<file path="src/rtl/grc_pkg.sv">
// grid ray caster package: payload structs, fixed-point constants, register indexes
// no dependencies
package grc_pkg;

	localparam int MAP_W_DEF = 64;
	localparam int MAP_H_DEF = 64;
	localparam int SCREEN_COLS_DEF = 640;

	localparam logic [23:0] DIST_MAX = 24'hFFFFFF;

	localparam logic [2:0] REG_PLAYER_X = 3'd0;
	localparam logic [2:0] REG_PLAYER_Y = 3'd1;
	localparam logic [2:0] REG_DIR_X    = 3'd2;
	localparam logic [2:0] REG_DIR_Y    = 3'd3;
	localparam logic [2:0] REG_PLANE_X  = 3'd4;
	localparam logic [2:0] REG_PLANE_Y  = 3'd5;

	localparam logic FUNC_WRITE = 1'b0;
	localparam logic FUNC_CAST  = 1'b1;

	typedef struct packed {
		logic       func;
		logic [9:0] column;
		logic [5:0] cell_x;
		logic [5:0] cell_y;
		logic       cell_is_wall;
	} in_word_t;

	typedef struct packed {
		logic [5:0]  hit_cell_x;
		logic [5:0]  hit_cell_y;
		logic        hit_side;
		logic [23:0] perp_distance;
	} out_word_t;

	// request/response of the shared divider
	typedef struct packed {
		logic        start;
		logic [33:0] dividend;
		logic [33:0] divisor;
	} div_req_t;

	typedef struct packed {
		logic        done;
		logic [33:0] quotient;
	} div_rsp_t;

endpackage

</file>
<file path="src/rtl/grc_div.sv">
// grc_div: shared restoring divider, one quotient bit per cycle
// depends on grc_pkg
module grc_div (
	input  logic              clk,
	input  logic              arst_n,
	input  grc_pkg::div_req_t req,
	output grc_pkg::div_rsp_t rsp
);

	logic [33:0] rem_q;
	logic [33:0] quo_q;
	logic [33:0] dvs_q;
	logic [5:0]  cnt_q;
	logic        busy_q;
	logic        done_q;
	logic [34:0] trial;
	logic [34:0] shifted;

	assign shifted = {rem_q, quo_q[33]};
	assign trial = shifted - {1'b0, dvs_q};

	always_ff @(posedge clk or negedge arst_n) begin
		if (!arst_n) begin
			busy_q <= 1'b0;
			done_q <= 1'b0;
			cnt_q  <= '0;
		end else begin
			done_q <= 1'b0;
			if (req.start) begin
				busy_q <= 1'b1;
				cnt_q  <= 6'd34;
			end else if (busy_q) begin
				cnt_q <= cnt_q - 6'd1;
				if (cnt_q == 6'd1) begin
					busy_q <= 1'b0;
					done_q <= 1'b1;
				end
			end
		end
	end

	always_ff @(posedge clk) begin
		if (req.start) begin
			rem_q <= '0;
			quo_q <= req.dividend;
			dvs_q <= req.divisor;
		end else if (busy_q) begin
			if (!trial[34]) begin
				rem_q <= trial[33:0];
				quo_q <= {quo_q[32:0], 1'b1};
			end else begin
				rem_q <= shifted[33:0];
				quo_q <= {quo_q[32:0], 1'b0};
			end
		end
	end

	assign rsp.done = done_q;
	assign rsp.quotient = quo_q;

endmodule

</file>
<file path="config.mk">
export PLATFORM = sky130hd
export DESIGN_NAME = grc_div
export DESIGN_NICKNAME = d
export VERILOG_FILES = /design/src/rtl/grc_pkg.sv /design/src/rtl/grc_div.sv
export SDC_FILE = /design/constraint.sdc
export NUM_CORES = 1
export LEC_CHECK = 0
export ABC_AREA = 1
export BUFFER_PORTS_ARGS = -buffer_cell sky130_fd_sc_hd__buf_2
export CORE_MARGIN = 4
export CORE_UTILIZATION = 35
export CTS_CLUSTER_DIAMETER = 100
export DETAILED_ROUTE_END_ITERATION = 7
export GPL_ROUTABILITY_DRIVEN = 0
export PLACE_DENSITY_LB_ADDON = 0.25
export SLEW_MARGIN = 20
export SYNTH_ARGS = -nofsm -noshare
export SYNTH_HDL_FRONTEND = slang
export SYNTH_SLANG_ARGS = --single-unit
export TNS_END_PERCENT = 100
</file>
<file path="constraint.sdc">
create_clock -name clk -period 2.3 [get_ports clk]
set_input_delay 0.23 -clock clk [delete_from_list [all_inputs] [get_ports clk]]
set_output_delay 0.23 -clock clk [all_outputs]
set_load 0.005 [all_outputs]
</file>
==> results.cfg <==
[logic_synthesis]
ys_ff_latch = 110
synth_edf_count = 68
synth_ff_type = edfxtp_1
ys_warn_count = 0
async_reset_ff_frac = 0.0727
synth_area_sq_um = 7230
avgSynthCellArea_sq_um = 7.03
yosysSeqAreaShare = 0.404
ys_top_cells_by_count = nand2_1, inv_1, edfxtp_1, nand3_1, nor2_1
synth.net_count = 1136
netlist_instances = 1028
yosysMostFrequentCell = nand2_1
synth_cell_type_count = 37
synth_area_leader_cell = edfxtp_1
synth_top_area_frac = 0.282
synth_area_leaders = edfxtp_1, nand2_1, inv_1

[hold_path]
worstHoldPathType = input pin to flop

[finish]
fill_cells = 2133
num-nets-final = 1266
multiInputGateArea_sq_um = 3840
regArea_sq_um = 2920
diodes = 0
syn_to_final_growth_pct = 25.2
layout-drive-gt1-share = 0.217

[place]
dp_hpwl_mm = 14.1
dp_worst_setup_slack_ns = 0.0586
portBuffers = 105

[route]
post-route-drc-count = 0
ant_nets = 0
wl_per_cell_um = 13.4
vias = 6593
first_pass_iters = 5
routed_wl_mm = 19.3
via_per_inst = 4.60
drtIter0Drc = 420

[clock_tree]
cts.sinks = 110
htreeDepth = 3
root_buffer = clkbuf_16
clock_path_buffers = 2
worstSkewPairLatency_ns = 0.37
cts_tree = yes
cts-buffers-inserted = 9
clk_pin_slew_ns = 0.10

[grt]
grt-ovfl-total = 0
grt_max_degree = 42
grt_util_all_layers = 0.164
grt_pass1_vias = 6248
antenna_found_initial = 0
grt_pass1_wl_mm = 30.0

[setup_path]
end_kind = flop
cp_max_fo = 8
critPathRequiredTime_ns = 2.57
cp-start-kind = flop
cp_data_arrival_time_ns = 2.44
critical_path_class = flop to flop

[power]
irDropWorstVdd_uv = 358
leakage_nw = 4.80
p_per_area_nw_per_um2 = 894
p_total_mw = 8.10

[die]
die_h_um = 152
die_area_sq_um = 23000
core_sq_um = 20300
ios = 106
die_x_um = 152
initial_utilization = 0.356
rows = 52

[sta]
maxSlewViolCount = 0
skew_ns = 0.0203
setup_viol = 0
fin_crit_ns = 2.17
min_period_over_period = 0.945
rsz0062_at_grt = true
fin_setup_tns_ns = 0
fmax_mhz = 460
relSlewSlack = 0.666
hold_viol_final = 0
tightest_slew_ns = 0.502
finalWorstSetupSlack_ns = 0.126

[flow_run]
cap_violations = 0

[outcome]
status = complete, no violations
-- layout by cell type (no fill, tap or decap), types with 4 or more instances in the layout --
cell and instances:
a21oi_1 27, a21oi_2 7, buf_12 4, buf_2 105, buf_4 26, clkbuf_16 13
dfrtp_1 8, dfxtp_1 34, edfxtp_1 68, ha_1 19, ha_4 14, inv_1 188
inv_2 5, nand2_1 402, nand2_2 28, nand2_4 4, nand3_1 54, nand3_2 12
nand4_1 9, nor2_1 42, nor2_2 9, nor2_4 4, nor3_1 6, o21ai_0 19
o21ai_1 5, o21bai_1 4, xnor2_1 15
-- sequential cells by signal, indices dropped and copies added (netlist names) --
register,cells
cnt_q,6
dvs_q,34
rem_q,34
done_q,1
busy_q,1
quo_q,34
-- report_power, final --
group | internal [mW] | switching, mW
logic | 1.59 | 2.20
registers | 2.40 | 0.228
clock network | 0.804 | 0.879
total | 4.80 | 3.30
-- per-stage QoR --
step	hold WS, ns	instances	utilization	cell area (sq um)
after floorplan	-0.0656	1028	-	7230
after global placement	0.0819	1410	0.405	8220
after detailed placement	0.0787	1410	0.405	8220
after CTS	0.00956	1427	0.421	8550
after global routing	0.00934	1433	0.446	9060
final	0.0254	1433	0.446	9060
-- critical path, stage by stage, from the launching register on --
cell	delay, ns
edfxtp_1	0.40
inv_2	0.09
ha_4	0.13
inv_2	0.04
fa_2	0.38
nand3_2	0.08
nand3_2	0.09
nand2_2	0.09
nand2_4	0.07
nand2_8	0.08
nand3_4	0.10
nand2_8	0.14
clkbuf_16	0.18
nand2_1	0.06
nand3_1	0.07
nand2_1	0.05
-- path summary, 6_finish.rpt --
check / slack, ns / start / cells after the start / endpoint
setup / recovery: 0.13 / quo_q[33] / 15 / rem_q[30]
hold / removal: 0.03 / req[9] / 1 / dvs_q[9]
setup reg to reg: 0.13 / quo_q[33] / 15 / rem_q[30]
hold reg to reg: 0.47 / rem_q[17] / 2 / rem_q[17]
max in group asynchronous: 1.90 / arst_n / 2 / cnt_q[5]
min in group asynchronous: 0.24 / arst_n / 2 / done_q
-- repair_timing --
item / 4_1_cts / 5_1_grt
hold buffers: 1 / 0
endpoints found under the hold margin: 8 / 0
gates resized for setup: 0 / 82
setup endpoints to repair: 0 / 34
buffers inserted: 0 / 2
-- cell type report --
cell class              count  area share
clock buffers               9      0.0249
clock inverters             7      0.0106
inverters                 193      0.0800
multi-input cells         704       0.424
flip-flops and latches    110       0.323
well taps                 270      0.0373
repair buffers            140       0.101
-- cell families (layout without fill, tap and decap cells) --
logic type,count (synthesis),in the layout,synth area share
buf+inv,214,349,0.119
fa+ha+maj,37,37,0.0651
flops,110,110,0.404
xor+xnor,18,18,0.0218
compound gates,69,69,0.0533
simple gates,580,580,0.336
-- routing by layer --
metal | GRT usage | share of wire | vias to the layer above
met2 | 0.260 | 0.45 | 176
met4 | 0.0391 | 0.015 | 0
met5 | 0 | 0 | -
met3 | 0.0431 | 0.068 | 21
met1 | 0.224 | 0.47 | 2970
li1 | - | - | 3426
Power figures use the tool's default switching activity.
